--- src/rtl/tpd_pkg.sv ---
// Shared types and constants of the trigger packet deframer.
package tpd_pkg;

  typedef enum logic [1:0] {
    PhHeader,
    PhTail,
    PhEvent,
    PhLong
  } tpd_phase_e;

  localparam logic [7:0] SourceReset = 8'h30;

  localparam logic KindEvent = 1'b0;
  localparam logic KindError = 1'b1;

  localparam int unsigned QueueDepth = 2;

  // One classified item handed from the parser to the arithmetic stage.
  typedef struct packed {
    logic        kind;
    logic [15:0] prim;
    logic [7:0]  fine;
    logic [31:0] et;
    logic [23:0] pt;
    logic        is_long;
    logic        last;
  } tpd_rec_t;

  typedef struct packed {
    logic full;
    logic empty;
  } tpd_q_status_t;

endpackage

--- src/rtl/tpd_if.sv ---
// Valid/ready channel interfaces of the trigger packet deframer.
interface tpd_byte_if;
  logic       valid;
  logic       ready;
  logic [7:0] stream_byte;

  modport source (output valid, output stream_byte, input ready);
  modport sink (input valid, input stream_byte, output ready);
endinterface

interface tpd_cfg_if;
  logic       valid;
  logic       ready;
  logic [7:0] expected_source;

  modport source (output valid, output expected_source, input ready);
  modport sink (input valid, input expected_source, output ready);
endinterface

interface tpd_result_if;
  logic               valid;
  logic               ready;
  logic               result_kind;
  logic [15:0]        primitive_id;
  logic [7:0]         fine_time;
  logic [31:0]        event_time;
  logic signed [32:0] packet_offset;
  logic signed [40:0] time_delta;
  logic               long_form;
  logic               last_in_packet;

  modport source (
    output valid, output result_kind, output primitive_id, output fine_time,
    output event_time, output packet_offset, output time_delta,
    output long_form, output last_in_packet, input ready
  );
  modport sink (
    input valid, input result_kind, input primitive_id, input fine_time,
    input event_time, input packet_offset, input time_delta,
    input long_form, input last_in_packet, output ready
  );
endinterface

--- src/rtl/trigger_packet_deframer_unit.sv ---
// Top level of the trigger packet deframer: parser, record queue and result stage.
// Takes one stream byte per clock while the two-entry record queue has room.
// A result for an event or a header error goes into the queue and then into the result
// register of the arithmetic stage, where it is held while result_o.ready is low.
// Reset clears the parser to the start of a header, the source register to 0x30,
// the previous event time and fine time to zero and empties the queue.
module trigger_packet_deframer_unit (
  input  logic        clk_i,
  input  logic        rst_ni,
  tpd_byte_if.sink    byte_i,
  tpd_cfg_if.sink     cfg_i,
  tpd_result_if.source result_o
);
  import tpd_pkg::*;

  logic          push, pop;
  tpd_rec_t      rec_in, rec_out;
  tpd_q_status_t q_status;

  tpd_front u_front (
    .clk_i      (clk_i),
    .rst_ni     (rst_ni),
    .byte_i     (byte_i),
    .cfg_i      (cfg_i),
    .q_status_i (q_status),
    .push_o     (push),
    .rec_o      (rec_in)
  );

  tpd_queue u_queue (
    .clk_i    (clk_i),
    .rst_ni   (rst_ni),
    .push_i   (push),
    .rec_i    (rec_in),
    .pop_i    (pop),
    .rec_o    (rec_out),
    .status_o (q_status)
  );

  tpd_back u_back (
    .clk_i      (clk_i),
    .rst_ni     (rst_ni),
    .rec_i      (rec_out),
    .q_status_i (q_status),
    .pop_o      (pop),
    .result_o   (result_o)
  );

`ifndef NO_ASSERTIONS
  // Once the error beat has gone out the block is halted and stays silent.
  a_silent_after_error: assert property (@(posedge clk_i) disable iff (!rst_ni)
    (result_o.valid && result_o.ready && result_o.result_kind == KindError)
    |=> !result_o.valid)
    else $error("result after error beat");

  a_error_fields_zero: assert property (@(posedge clk_i) disable iff (!rst_ni)
    (result_o.valid && result_o.result_kind == KindError)
    |-> (result_o.primitive_id == '0 && result_o.event_time == '0 &&
         result_o.packet_offset == '0 && result_o.time_delta == '0 &&
         result_o.fine_time == '0 && !result_o.long_form && !result_o.last_in_packet))
    else $error("error beat carries event fields");

  a_queue_status: assert property (@(posedge clk_i) disable iff (!rst_ni)
    !(q_status.full && q_status.empty))
    else $error("queue both full and empty");
`endif

endmodule

--- src/rtl/tpd_front.sv ---
// Byte parser: walks headers and events and queues one record per event or error.
module tpd_front (
  input  logic                  clk_i,
  input  logic                  rst_ni,
  tpd_byte_if.sink              byte_i,
  tpd_cfg_if.sink               cfg_i,
  input  tpd_pkg::tpd_q_status_t q_status_i,
  output logic                  push_o,
  output tpd_pkg::tpd_rec_t     rec_o
);
  import tpd_pkg::*;

  tpd_phase_e  phase_q, phase_d;
  logic [1:0]  pos_q, pos_d;
  logic        retry_q, retry_d;
  logic        halted_q, halted_d;
  logic [7:0]  left_q, left_d;
  logic [23:0] pt_q, pt_d;
  logic [23:0] hts_q, hts_d;
  logic [7:0]  expected_q;
  logic [7:0]  win_q [3];
  logic [7:0]  win_d [3];
  logic [7:0]  evb_q [3];
  logic [7:0]  evb_d [3];
  logic        acc;
  logic [7:0]  b;

  assign byte_i.ready = !q_status_i.full;
  assign cfg_i.ready  = 1'b1;
  assign acc          = byte_i.valid && byte_i.ready;
  assign b            = byte_i.stream_byte;

  always_comb begin
    phase_d  = phase_q;
    pos_d    = pos_q;
    retry_d  = retry_q;
    halted_d = halted_q;
    left_d   = left_q;
    pt_d     = pt_q;
    hts_d    = hts_q;
    win_d    = win_q;
    evb_d    = evb_q;
    push_o   = 1'b0;

    rec_o.kind    = KindEvent;
    rec_o.prim    = {b, evb_q[2]};
    rec_o.fine    = evb_q[0];
    rec_o.et      = {hts_q, evb_q[1]};
    rec_o.pt      = pt_q;
    rec_o.is_long = (phase_q == PhLong);
    rec_o.last    = (left_q == 8'd1);

    if (acc && !halted_q) begin
      unique case (phase_q)
        PhHeader: begin
          if (pos_q != 2'd3) begin
            win_d[pos_q] = b;
            pos_d        = pos_q + 2'd1;
          end else if (b == expected_q) begin
            pt_d    = {win_q[2], win_q[1], win_q[0]};
            phase_d = PhTail;
            pos_d   = 2'd0;
          end else if (!retry_q) begin
            // Slide the header window by two bytes and look again.
            win_d[0] = win_q[2];
            win_d[1] = b;
            pos_d    = 2'd2;
            retry_d  = 1'b1;
          end else begin
            halted_d   = 1'b1;
            push_o     = 1'b1;
            rec_o      = '0;
            rec_o.kind = KindError;
          end
        end
        PhTail: begin
          if (pos_q == 2'd2) begin
            left_d = b;
          end
          if (pos_q != 2'd3) begin
            pos_d = pos_q + 2'd1;
          end else if (left_q == 8'd0) begin
            phase_d = PhHeader;
            pos_d   = 2'd0;
            retry_d = 1'b0;
          end else begin
            phase_d = PhEvent;
            pos_d   = 2'd0;
          end
        end
        PhEvent, PhLong: begin
          if (pos_q != 2'd3) begin
            evb_d[pos_q] = b;
            pos_d        = pos_q + 2'd1;
          end else if (phase_q == PhEvent && b == 8'd0) begin
            // A zero top byte carries a new high timestamp; the event follows.
            hts_d   = {evb_q[2], evb_q[1], evb_q[0]};
            phase_d = PhLong;
            pos_d   = 2'd0;
          end else begin
            push_o = 1'b1;
            left_d = left_q - 8'd1;
            pos_d  = 2'd0;
            if (left_q == 8'd1) begin
              phase_d = PhHeader;
              retry_d = 1'b0;
            end else begin
              phase_d = PhEvent;
            end
          end
        end
        default: begin
          phase_d = PhHeader;
        end
      endcase
    end
  end

  always_ff @(posedge clk_i or negedge rst_ni) begin
    if (!rst_ni) begin
      phase_q    <= PhHeader;
      pos_q      <= 2'd0;
      retry_q    <= 1'b0;
      halted_q   <= 1'b0;
      left_q     <= 8'd0;
      pt_q       <= 24'd0;
      hts_q      <= 24'd0;
      expected_q <= SourceReset;
    end else begin
      phase_q  <= phase_d;
      pos_q    <= pos_d;
      retry_q  <= retry_d;
      halted_q <= halted_d;
      left_q   <= left_d;
      pt_q     <= pt_d;
      hts_q    <= hts_d;
      if (cfg_i.valid && cfg_i.ready) begin
        expected_q <= cfg_i.expected_source;
      end
    end
  end

  always_ff @(posedge clk_i) begin
    win_q <= win_d;
    evb_q <= evb_d;
  end

endmodule

--- src/rtl/tpd_queue.sv ---
// Short record queue between the parser and the arithmetic stage.
module tpd_queue (
  input  logic                   clk_i,
  input  logic                   rst_ni,
  input  logic                   push_i,
  input  tpd_pkg::tpd_rec_t      rec_i,
  input  logic                   pop_i,
  output tpd_pkg::tpd_rec_t      rec_o,
  output tpd_pkg::tpd_q_status_t status_o
);
  import tpd_pkg::*;

  localparam int unsigned AddrW  = (QueueDepth > 1) ? $clog2(QueueDepth) : 1;
  localparam int unsigned CountW = $clog2(QueueDepth + 1);
  localparam logic [AddrW-1:0]  LastAddr  = AddrW'(QueueDepth - 1);
  localparam logic [CountW-1:0] FullCount = CountW'(QueueDepth);

  tpd_rec_t          slot_q [QueueDepth];
  logic [AddrW-1:0]  wr_q, rd_q;
  logic [CountW-1:0] count_q;
  logic              do_push, do_pop;

  assign status_o.full  = (count_q == FullCount);
  assign status_o.empty = (count_q == '0);
  assign do_push        = push_i && !status_o.full;
  assign do_pop         = pop_i && !status_o.empty;
  assign rec_o          = slot_q[rd_q];

  always_ff @(posedge clk_i or negedge rst_ni) begin
    if (!rst_ni) begin
      wr_q    <= '0;
      rd_q    <= '0;
      count_q <= '0;
    end else begin
      if (do_push) begin
        wr_q <= (wr_q == LastAddr) ? '0 : wr_q + 1'b1;
      end
      if (do_pop) begin
        rd_q <= (rd_q == LastAddr) ? '0 : rd_q + 1'b1;
      end
      if (do_push && !do_pop) begin
        count_q <= count_q + 1'b1;
      end else if (do_pop && !do_push) begin
        count_q <= count_q - 1'b1;
      end
    end
  end

  always_ff @(posedge clk_i) begin
    if (do_push) begin
      slot_q[wr_q] <= rec_i;
    end
  end

endmodule

--- src/rtl/tpd_back.sv ---
// Arithmetic stage: forms offset and delta and holds the result register.
module tpd_back (
  input  logic                   clk_i,
  input  logic                   rst_ni,
  input  tpd_pkg::tpd_rec_t      rec_i,
  input  tpd_pkg::tpd_q_status_t q_status_i,
  output logic                   pop_o,
  tpd_result_if.source           result_o
);
  import tpd_pkg::*;

  logic               vld_q;
  logic [31:0]        prev_time_q;
  logic [7:0]         prev_fine_q;
  logic               kind_q;
  logic [15:0]        prim_q;
  logic [7:0]         fine_q;
  logic [31:0]        et_q;
  logic signed [32:0] offset_q;
  logic signed [40:0] delta_q;
  logic               long_q;
  logic               last_q;
  logic [32:0]        offset_d;
  logic [32:0]        tdiff;
  logic [40:0]        delta_d;
  logic               is_event;

  assign pop_o    = !q_status_i.empty && (!vld_q || result_o.ready);
  assign is_event = (rec_i.kind == KindEvent);

  always_comb begin
    offset_d = {1'b0, rec_i.pt, 8'd0} - {1'b0, rec_i.et};
    tdiff    = {1'b0, rec_i.et} - {1'b0, prev_time_q};
    delta_d  = {tdiff, 8'd0} + {33'd0, rec_i.fine} - {33'd0, prev_fine_q};
  end

  always_ff @(posedge clk_i or negedge rst_ni) begin
    if (!rst_ni) begin
      vld_q       <= 1'b0;
      prev_time_q <= 32'd0;
      prev_fine_q <= 8'd0;
    end else begin
      if (pop_o) begin
        vld_q <= 1'b1;
      end else if (result_o.ready) begin
        vld_q <= 1'b0;
      end
      if (pop_o && is_event) begin
        prev_time_q <= rec_i.et;
        prev_fine_q <= rec_i.fine;
      end
    end
  end

  always_ff @(posedge clk_i) begin
    if (pop_o) begin
      kind_q <= rec_i.kind;
      if (is_event) begin
        prim_q   <= rec_i.prim;
        fine_q   <= rec_i.fine;
        et_q     <= rec_i.et;
        offset_q <= signed'(offset_d);
        delta_q  <= signed'(delta_d);
        long_q   <= rec_i.is_long;
        last_q   <= rec_i.last;
      end else begin
        prim_q   <= '0;
        fine_q   <= '0;
        et_q     <= '0;
        offset_q <= '0;
        delta_q  <= '0;
        long_q   <= 1'b0;
        last_q   <= 1'b0;
      end
    end
  end

  assign result_o.valid          = vld_q;
  assign result_o.result_kind    = kind_q;
  assign result_o.primitive_id   = prim_q;
  assign result_o.fine_time      = fine_q;
  assign result_o.event_time     = et_q;
  assign result_o.packet_offset  = offset_q;
  assign result_o.time_delta     = delta_q;
  assign result_o.long_form      = long_q;
  assign result_o.last_in_packet = last_q;

endmodule
--- src/flat_wrapper.sv ---
// flat-port wrapper written by rule: the top's interface ports become plain ports
module trigger_packet_deframer_unit_flat import tpd_pkg::*;
  (clk_i, rst_ni, byte_i_valid, byte_i_stream_byte, byte_i_ready, cfg_i_valid, cfg_i_expected_source, cfg_i_ready, result_o_valid, result_o_result_kind, result_o_primitive_id, result_o_fine_time, result_o_event_time, result_o_packet_offset, result_o_time_delta, result_o_long_form, result_o_last_in_packet, result_o_ready);
  tpd_byte_if byte_i_i ();
  tpd_cfg_if cfg_i_i ();
  tpd_result_if result_o_i ();
  input  logic clk_i;
  input  logic rst_ni;
  input wire logic [$bits(byte_i_i.valid)-1:0] byte_i_valid;
  input wire logic [$bits(byte_i_i.stream_byte)-1:0] byte_i_stream_byte;
  output wire logic [$bits(byte_i_i.ready)-1:0] byte_i_ready;
  input wire logic [$bits(cfg_i_i.valid)-1:0] cfg_i_valid;
  input wire logic [$bits(cfg_i_i.expected_source)-1:0] cfg_i_expected_source;
  output wire logic [$bits(cfg_i_i.ready)-1:0] cfg_i_ready;
  output wire logic [$bits(result_o_i.valid)-1:0] result_o_valid;
  output wire logic [$bits(result_o_i.result_kind)-1:0] result_o_result_kind;
  output wire logic [$bits(result_o_i.primitive_id)-1:0] result_o_primitive_id;
  output wire logic [$bits(result_o_i.fine_time)-1:0] result_o_fine_time;
  output wire logic [$bits(result_o_i.event_time)-1:0] result_o_event_time;
  output wire logic [$bits(result_o_i.packet_offset)-1:0] result_o_packet_offset;
  output wire logic [$bits(result_o_i.time_delta)-1:0] result_o_time_delta;
  output wire logic [$bits(result_o_i.long_form)-1:0] result_o_long_form;
  output wire logic [$bits(result_o_i.last_in_packet)-1:0] result_o_last_in_packet;
  input wire logic [$bits(result_o_i.ready)-1:0] result_o_ready;
  assign byte_i_i.valid = byte_i_valid;
  assign byte_i_i.stream_byte = byte_i_stream_byte;
  assign byte_i_ready = byte_i_i.ready;
  assign cfg_i_i.valid = cfg_i_valid;
  assign cfg_i_i.expected_source = cfg_i_expected_source;
  assign cfg_i_ready = cfg_i_i.ready;
  assign result_o_valid = result_o_i.valid;
  assign result_o_result_kind = result_o_i.result_kind;
  assign result_o_primitive_id = result_o_i.primitive_id;
  assign result_o_fine_time = result_o_i.fine_time;
  assign result_o_event_time = result_o_i.event_time;
  assign result_o_packet_offset = result_o_i.packet_offset;
  assign result_o_time_delta = result_o_i.time_delta;
  assign result_o_long_form = result_o_i.long_form;
  assign result_o_last_in_packet = result_o_i.last_in_packet;
  assign result_o_i.ready = result_o_ready;
  trigger_packet_deframer_unit u_core (.clk_i(clk_i), .rst_ni(rst_ni), .byte_i(byte_i_i), .cfg_i(cfg_i_i), .result_o(result_o_i));
endmodule
--- config.mk ---
export PLATFORM = sky130hd
export DESIGN_NAME = trigger_packet_deframer_unit_flat
export DESIGN_NICKNAME = d
export VERILOG_FILES = /design/src/rtl/tpd_pkg.sv /design/src/rtl/tpd_if.sv /design/src/rtl/trigger_packet_deframer_unit.sv /design/src/rtl/tpd_front.sv /design/src/rtl/tpd_queue.sv /design/src/rtl/tpd_back.sv /design/src/flat_wrapper.sv
export SDC_FILE = /design/constraint.sdc
export NUM_CORES = 1
export LEC_CHECK = 0
export ABC_AREA = 1
export BUFFER_PORTS_ARGS = -buffer_cell sky130_fd_sc_hd__buf_2
export CAP_MARGIN = 20
export CORE_ASPECT_RATIO = 2
export CORE_MARGIN = 2
export CORE_UTILIZATION = 40
export DETAILED_ROUTE_END_ITERATION = 12
export GPL_ROUTABILITY_DRIVEN = 0
export REMOVE_ABC_BUFFERS = 1
export SLEW_MARGIN = 20
export SYNTH_ARGS = -nofsm -noshare
export SYNTH_HDL_FRONTEND = slang
export SYNTH_SLANG_ARGS = --single-unit
--- constraint.sdc ---
create_clock -name clk_i -period 8.4 [get_ports clk_i]
set_input_delay 2.1 -clock clk_i [delete_from_list [all_inputs] [get_ports clk_i]]
set_output_delay 2.1 -clock clk_i [all_outputs]
set_load 0.01 [all_outputs]
# [Yosys cells after proc, flatten, opt, wreduce, memory -nomap -nowiden]
# Memories as Yosys holds them, arrays and structs flattened.
# Cells that the tools add are included.
[word_totals] register_bits=296 ramBits=166 inputBits=21 output_inout_bits=136 elab_cells=153 memories=1
[classes] n_addsub=10 n_lt_le_gt_ge=2 eq_ne=20 mux=52 bitwise=4 reduce_logical=36
[mem_list] name="u_core.u_queue.slot_q" words=2 width=83 rd=1 rd_clocked_by_memory_dff=0 wr=1 line="tpd_queue.sv:18" rtl="tpd_rec_t slot_q [QueueDepth];"
[ops] operator="83-bit 2-to-1 mux" n=5
[ops] operator="32-bit by 32-bit subtractor with 33-bit output" n=2
[ops] operator="24-bit bitwise mux" n=2
[ops] operator="16-bit 2-to-1 mux" n=3
[ops] operator="41-bit by 8-bit adder with 41-bit output" n=1
[ops] operator="41-bit by 8-bit subtractor with 41-bit output" n=1
[ops] operator="8-bit 2-to-1 mux" n=4
[ops] operator="2-bit 2-to-1 mux" n=13
[ops] operator="2-bit inequality test (second input constant)" n=10
[ops] operator="1-bit 2-to-1 mux" n=19
[ops] operator="8-bit demux with 2-bit select" n=1
[ops] operator="8-bit zero test" n=2
[ops] operator="8-bit one-hot mux with 2 select lines" n=1
[ops] operator="5-bit AND reduction" n=3
[ops] operator="4-bit AND reduction" n=3
[ops] operator="1-bit logical AND" n=10
[ops] operator="2-bit equality test (second input constant)" n=4
[ops] operator="8-bit by 1-bit equality test with 1-bit output (second input constant)" n=1
[ops] operator="8-bit equality test" n=1
[ops] operator="8-bit AND reduction" n=1
[ops] operator="8-bit by 1-bit subtractor with 8-bit output (second input constant)" n=1
[ops] operator="1-bit zero test" n=6
[ops] operator="2-bit one-hot mux with 3 select lines" n=1
[ops] operator="3-bit AND reduction" n=2
[ops] operator="other kinds (19)" n=27

# [Logic depth before layout (Yosys ltp)]
# Gate-level depths: netlist of the first run.
[logic_depth] word_depth=11 depth_mapped=26 depth_no_buf=23

# [Modules after synthesis]
# A second synthesis of the first run with hierarchy kept.
[hier_totals] cells_unflattened=2675 area_unflattened_um2=23343.6
[by_module_without_submodules] module="tpd_back" instances=1 cells_each=1541 area_each_um2=11468.5
[by_module_without_submodules] module="tpd_queue" instances=1 cells_each=465 area_each_um2=6251.0
[by_module_without_submodules] module="tpd_front" instances=1 cells_each=669 area_each_um2=5624.1

# [Worst setup path before layout of the first run]
# Ideal clock, no wire load.
[synth_path] path_kind="input -> register" start="in result_o_ready" end="reg u_core.u_queue.count_q[1]" setup_time_ns=0.131 arrival_ns=10.099 setup_slack_ns=-1.830 path_stages=7 path_buffers=0 path_cell_list="nor2_1 -> a21oi_1 -> inv_1 -> ha_1 -> a21oi_1 -> o21ai_0 -> xor2_1"
[synth_via] elab_chain_len=6 elab_cells_between_ends=8
[synth_rtl] item="start, declared" line="flat_wrapper.sv:24" rtl="input wire logic [$bits(result_o_i.ready)-1:0] result_o_ready;"
[synth_rtl] item="1-bit logical OR (*)" line="tpd_back.sv:28" rtl="assign pop_o = !q_status_i.empty && (!vld_q || result_o.ready);"
[synth_rtl] item="1-bit logical AND (*)" line="tpd_back.sv:28"
[synth_rtl] item="net u_core.pop" line="trigger_packet_deframer_unit.sv:16" rtl="logic push, pop;"
[synth_rtl] item="1-bit logical AND (*)" line="tpd_queue.sv:26" rtl="assign do_pop = pop_i && !status_o.empty;"
[synth_rtl] item="1-bit zero test" line="tpd_queue.sv:41" rtl="if (do_push && !do_pop) begin"
[synth_rtl] item="1-bit logical AND" line="tpd_queue.sv:41"
[synth_rtl] item="2-bit 2-to-1 mux or 2-bit nonzero test (tied branches)"
[synth_rtl] item="end signal, assigned" line="tpd_queue.sv:42" rtl="count_q <= count_q + 1'b1;"
[synth_rtl] item="end signal, assigned" line="tpd_queue.sv:44" rtl="count_q <= count_q - 1'b1;"
[synth_rtl] item="end, declared" line="tpd_queue.sv:20" rtl="logic [CountW-1:0] count_q;"
# Mark *: on every way through the listed nets, which the timed path passes. The rest lies on a longest branch.
# A chain may end at the register's enable or synchronous reset.

==> summary.txt, run 1 <==
total global routing overflow: 0
Initial Utilization: 0.403
detailed-route wire length: 62.1 mm
drt initial violations: 1147
post-synth cell types: 58
dominant synthesized flop cell: edfxtp_1
core area: 58800 um2
P_leak: 12.8 nW
Worst-Margin Slew: 0.945 ns
Num CTS Buffers: 42
Worst-path clk slew: 0.06 ns
initial antenna violation count: 1
fillers: 5617
Area Overhead vs Synth: 13.2%
Worst EP arrival: 5.36 ns
first-pass GRT wire length: 96.8 mm
Hold Crit Depth: 2
Internal: 4.44 mW
Die ar.: 61300 um2
via/cell ratio: 4.95
post-CTS resize count: 0
Avg Inst Size Synth: 8.76 um2
stages on the worst setup path: 20
async set-reset flop share out of synthesis: 0.249
setup bufs post-CTS: 0
Synth Register Bits: 461
FF+latch area: 13300 um2
Worst Setup End Kind: register
Hold WC Path Type: reg -> reg
Max Cap Viol: 0
CTS Buffer Depth: 3
fraction of layout cells with a size suffix above 1: 0.135
Synth area leader: edfxtp_1
Mapped Cells: 2707
IO Port Bufs: 155
synth warn: 0
maximum vdd drop: 279 uV
synthesized area: 23700 um2
wire per inst: 16.9 um
Sw Ratio: 0.344
CP startpoint kind: register
FF-to-FF path depth: 20
worst setup margin: 3.36 ns
maximum fanout along the worst path: 59
CP required: 8.72 ns
Die H: 348 um
max-slew violation count: 0
Seq/Total Area, Yosys: 0.560
post-route ant nets: 0
Synth top area share: 0.438
I/O pin cnt: 157
outcome: complete, no violations
Flop pwr share: 0.430
post-placement cell area: 25400 um2
Top delay family on crit path: simple AND/OR/NAND/NOR gates
final hold vios: 0
Multi-input gate area: 8480 um2
top cells by area, synth: edfxtp_1 44%, nand2_1 13%, dfrtp_1 12%
CTS tree: done
Residual DRC: 0
sw power: 2.33 mW
Comb power frac: 0.276
clock network fraction of total power: 0.294
Cell Chain, Critical Path: inv_2, buf_4, or2_2, o21ai_0, inv_1, ha_1, nand2_1, inv_1, nand2_1, nor3_1, and2_1, nand2_1, nand3_1, nand2_1, nor2_1, nand2_1, nor2_1, nand2_1, nand2_1, a21oi_1
Die X: 176 um
period utilization: 0.600
hpwl dp: 46.1 mm
pin count of the biggest net entering global routing: 84
total power per unit cell area: 252 nW/um2
gr usage total: 0.204
post-route cell area: 26800 um2
Rows: 126
vias in the first global route: 18300
CTS root buffer: clkbuf_16
synth cell count leaders: 847 x nand2_1, 442 x inv_1, 346 x edfxtp_1, 207 x nor2_1, 153 x o21ai_0
worst path bufs/invs: 4
Post-synth EDFFs: 346
final net count: 2962
fmax: 198 MHz
Critical-path top delay cell: dfrtp_2
Rel. slew slack: 0.370
critical path class: reg -> reg
Hold-fix buffers, CTS: 0
CP peak stage delay: 0.81 ns
H-tree Lvls: 2
Post-Place Setup Slack: 2.98 ns
Max Clock Skew: 0.0322 ns
most numerous cell in the Yosys netlist: nand2_1
setup violators final: 0
crit path time final: 5.04 ns
RSZ-0062 raised after global routing: false
Initial DRT Pass Iterations: 5
detailed-route via count: 18100
most frequent CP cell: nand2_1
# diodes: 0
CTS sink cnt: 461
Clock Latency Late Sink: 0.59 ns
-- tightest hold or removal path: stages, from the launching register on --
cell and delay, ns:
dfrtp_1 0.34, nand2_1 0.06, nand2_1 0.04
-- final timing paths --
check,startpoint,end,slack (ns)
worst max-delay path,u_core.u_queue.rd_q$_DFFE_PN0P_,u_core.u_back.result_o.time_delta[38]$_SDFFCE_PP0P_,3.36
worst min-delay path,u_core.u_front.hts_q[17]$_DFFE_PN0P_,u_core.u_front.hts_q[17]$_DFFE_PN0P_,0.47
worst max register to register,u_core.u_queue.rd_q$_DFFE_PN0P_,u_core.u_back.result_o.time_delta[38]$_SDFFCE_PP0P_,3.36
worst min register to register,u_core.u_front.hts_q[17]$_DFFE_PN0P_,u_core.u_front.hts_q[17]$_DFFE_PN0P_,0.47
max in group asynchronous,rst_ni,u_core.u_back.prev_fine_q[6]$_DFFE_PN0P_,5.74
min in group asynchronous,rst_ni,u_core.u_queue.wr_q$_DFFE_PN0P_,1.51
-- cell type report --
class | instances | area share
clock inverters | 28 | 0.0128
inverters | 459 | 0.0642
repair buffers | 179 | 0.0363
clock buffers | 49 | 0.0405
flip-flops and latches | 461 | 0.494
well taps | 768 | 0.0358
multi-input cells | 1724 | 0.316
-- cell usage in the layout, fill, tap and decap left out, types with 14 or more instances in the layout --
cell type / synthesis / routed
nand2_1: 847 / 846
nand4_1: 32 / 32
mux2_2: 16 / 16
nor2_1: 207 / 204
a21oi_1: 108 / 107
or2_2: 37 / 37
dfrtp_1: 113 / 112
o21ai_0: 153 / 153
clkbuf_16: 0 / 42
nor3_1: 14 / 14
nand3_1: 99 / 99
nand2_2: 25 / 26
inv_2: 15 / 15
ha_1: 72 / 72
inv_1: 442 / 441
buf_4: 2 / 23
buf_2: 7 / 154
edfxtp_1: 346 / 346
nor2_2: 16 / 16
-- power groups by stage --
stage	sequential, mW	clock, mW	combinational (mW)
4_1_cts	2.92	2.04	1.88
6_report	2.91	1.99	1.87
3_3_place_gp	2.96	0	1.86
5_1_grt	2.94	2.11	2.10
3_5_place_dp	2.96	0	1.88
2_1_floorplan	3.16	0	1.06
-- state kept, by name (all words and copies together) (netlist names), 8 cells and up --
| signal | flops |
|---|---|
| u_core.u_queue.slot_q | 166 |
| u_core.u_back.result_o.time_delta | 41 |
| u_core.u_back.prev_time_q | 32 |
| u_core.u_back.result_o.event_time | 32 |
| u_core.u_back.result_o.packet_offset | 32 |
| u_core.u_front.evb_q | 24 |
| u_core.u_front.hts_q | 24 |
| u_core.u_front.pt_q | 24 |
| u_core.u_front.win_q | 24 |
| u_core.u_back.result_o.primitive_id | 16 |
| u_core.u_back.prev_fine_q | 8 |
| u_core.u_back.result_o.fine_time | 8 |
| u_core.u_front.expected_q | 8 |
| u_core.u_front.left_q | 8 |
-- kinds of logic (layout without fill, tap and decap cells) --
kind of cell / Yosys count / count (layout) / share of synthesized area
AND/OR/NAND/NOR: 1307 / 1307 / 0.232
buffers and inverters: 522 / 715 / 0.0843
flip-flops: 461 / 461 / 0.560
AO/OA/AOI/OAI: 313 / 313 / 0.0719
adder cells (fa/ha/maj): 74 / 74 / 0.0397
multiplexers: 17 / 17 / 0.00802
XOR/XNOR: 12 / 12 / 0.00443
other: 1 / 1 / 0.000158
-- stage by stage --
stage	hold WS (ns)	instances	util	setup TNS, ns	power, mW
2_1_floorplan	0.423	2644	-	-258.56	4.22
4_1_cts	0.476	3668	0.456	0	6.85
6_report	0.474	3668	0.457	0	6.78
3_5_place_dp	0.460	3591	0.432	0	4.84
5_1_grt	0.494	3668	0.457	0	7.15
3_3_place_gp	0.441	3591	0.432	0	4.82
-- metal layers --
layer  up-vias  global-route usage  share of wire
met5         -                   0        0.00021
met4         2               0.113          0.058
met3       175              0.0221          0.041
met2       502               0.394           0.54
met1      8480               0.210           0.36
li1       8988                   -              -
No activity file was read; power rests on OpenSTA's default activity.
==> run 2, diff against run 1 <==
Clock period 8.4 ns to 4.3 ns, I/O delays scaled along.
==> summary.txt, run 2 (synthesis gave the netlist of run 1 again) <==
# diodes: 0
Clock Latency Late Sink: 0.60 ns
detailed-route wire length: 65.8 mm
Die H: 348 um
Worst EP arrival: 4.38 ns
most frequent cells in the layout: 847 x nand2_1, 441 x inv_1, 346 x edfxtp_1
Max Clock Skew: 0.0261 ns
Hold Crit Depth: 2
post-placement cell area: 25700 um2
Worst Setup End Kind: register
worst hold slack: 0.467 ns
via/cell ratio: 4.97
first-pass GRT wire length: 102 mm
detailed-route via count: 18400
period utilization: 0.936
hpwl dp: 48.9 mm
Residual DRC: 0
total power per unit cell area: 492 nW/um2
Worst-Margin Slew: 0.998 ns
outcome: complete, no violations
CTS Buffer Depth: 3
post-route ant nets: 0
Initial Utilization: 0.403
initial antenna violation count: 0
Die X: 176 um
Rel. slew slack: 0.334
CTS root buffer: clkbuf_16
final hold vios: 0
CP required: 4.65 ns
Max Cap Viol: 0
Hold WC Path Type: reg -> reg
maximum fanout along the worst path: 30
wire per inst: 17.8 um
Top reg by flops: u_core.u_queue.slot_q
maximum vdd drop: 1350 uV
Rows: 126
IO Port Bufs: 155
FF-to-FF path depth: 20
setup violators final: 0
pin count of the biggest net entering global routing: 134
Hold-fix buffers, CTS: 0
RSZ-0062 raised after global routing: false
Num CTS Buffers: 42
I/O pin cnt: 157
CP startpoint kind: register
drt initial violations: 1294
crit path time final: 4.03 ns
commonest non-fill, non-tap cell in the layout: nand2_1
Initial DRT Pass Iterations: 7
H-tree Lvls: 2
Total Power: 13.3 mW
Area Overhead vs Synth: 14.4%
critical path class: reg -> reg
CTS tree: done
Die ar.: 61300 um2
vias in the first global route: 18600
gr usage total: 0.216
core area: 58800 um2
P_leak: 12.9 nW
fraction of layout cells with a size suffix above 1: 0.143
max reg flops: 166
Worst-path clk slew: 0.06 ns
final net count: 2990
post-route cell area: 27100 um2
total global routing overflow: 0
max-slew violation count: 0
fmax: 248 MHz
CTS sink cnt: 461
run 2: cell types whose count changed in the layout (fill, tap and decap cells not counted), sizes merged:
cell      previous run  this run
clkinvlp             4         0
bufinv               5         3
buf                179       207
inv                463       458
clkbuf              49        59
clkinv              15        17
run 2: cell type report:
class                   count  area [um2]
fillers                  5649       31700
flip-flops and latches    461       13300
multi-input cells        1724        8490
inverters                 459        1730
repair buffers            207        1240
clock buffers              59        1200
well taps                 768         961
clock inverters            19         218
run 2: through the flow:
stage,TNS (ns),worst slack [ns],utilization,instances
3_5_place_dp,0,0.228,0.437,3619
5_1_grt,0,0.0364,0.461,3697
6_report,0,0.274,0.461,3697
3_3_place_gp,0,0.328,0.437,3619
4_1_cts,0,0.226,0.461,3697
2_1_floorplan,-1302.22,-6.76,-,2644
run 2: power breakdown:
| part | leakage (nW) | switching [mW] | internal [mW] | total (mW) |
|---|---|---|---|---|
| clock | 0.704 | 1.71 | 2.16 | 3.87 |
| combinational | 7.74 | 2.74 | 1.12 | 3.86 |
| sequential | 4.50 | 0.148 | 5.45 | 5.60 |
run 2: path summary, 6_finish.rpt:
| kind | startpoint | endpoint | slack [ns] |
|---|---|---|---|
| worst max-delay path | u_core.u_queue.rd_q$_DFFE_PN0P_ | u_core.u_back.result_o.time_delta[37]$_SDFFCE_PP0P_ | 0.27 |
| worst min-delay path | u_core.u_front.halted_q$_DFFE_PN0P_ | u_core.u_front.halted_q$_DFFE_PN0P_ | 0.47 |
| worst max register to register | u_core.u_queue.rd_q$_DFFE_PN0P_ | u_core.u_back.result_o.time_delta[37]$_SDFFCE_PP0P_ | 0.27 |
| worst min register to register | u_core.u_front.halted_q$_DFFE_PN0P_ | u_core.u_front.halted_q$_DFFE_PN0P_ | 0.47 |
| max in group asynchronous | rst_ni | u_core.u_front.expected_q[5]$_DFFE_PN1P_ | 2.69 |
| min in group asynchronous | rst_ni | u_core.u_front.halted_q$_DFFE_PN0P_ | 0.61 |
run 2: worst max-delay path, cell delays in order, from the launching register on:
cell and delay [ns]:
dfrtp_2 0.41, inv_4 0.14, buf_12 0.21, or2_2 0.27, o21ai_0 0.08, buf_4 0.18, inv_1 0.06, ha_1 0.40
nand2_1 0.16, nor2_1 0.17, nand2_1 0.20, nor2_1 0.15, nand2_1 0.24, nand2_1 0.20, nand2_1 0.07, nand2_1 0.13
nand2_1 0.12, nor2_1 0.15, nand4_1 0.21, nor2_1 0.15, nor2_1 0.05
run 2: layer usage:
layer,up-vias,share of wire,global-route usage
li1,9035,-,-
met1,8670,0.35,0.219
met2,484,0.54,0.415
met3,203,0.038,0.0241
met4,0,0.069,0.134
met5,-,0,0
run 2: repair_timing:
item,CTS,global route
endpoints found under the setup margin,0,6
gates resized for setup,0,4
buffers inserted,0,0
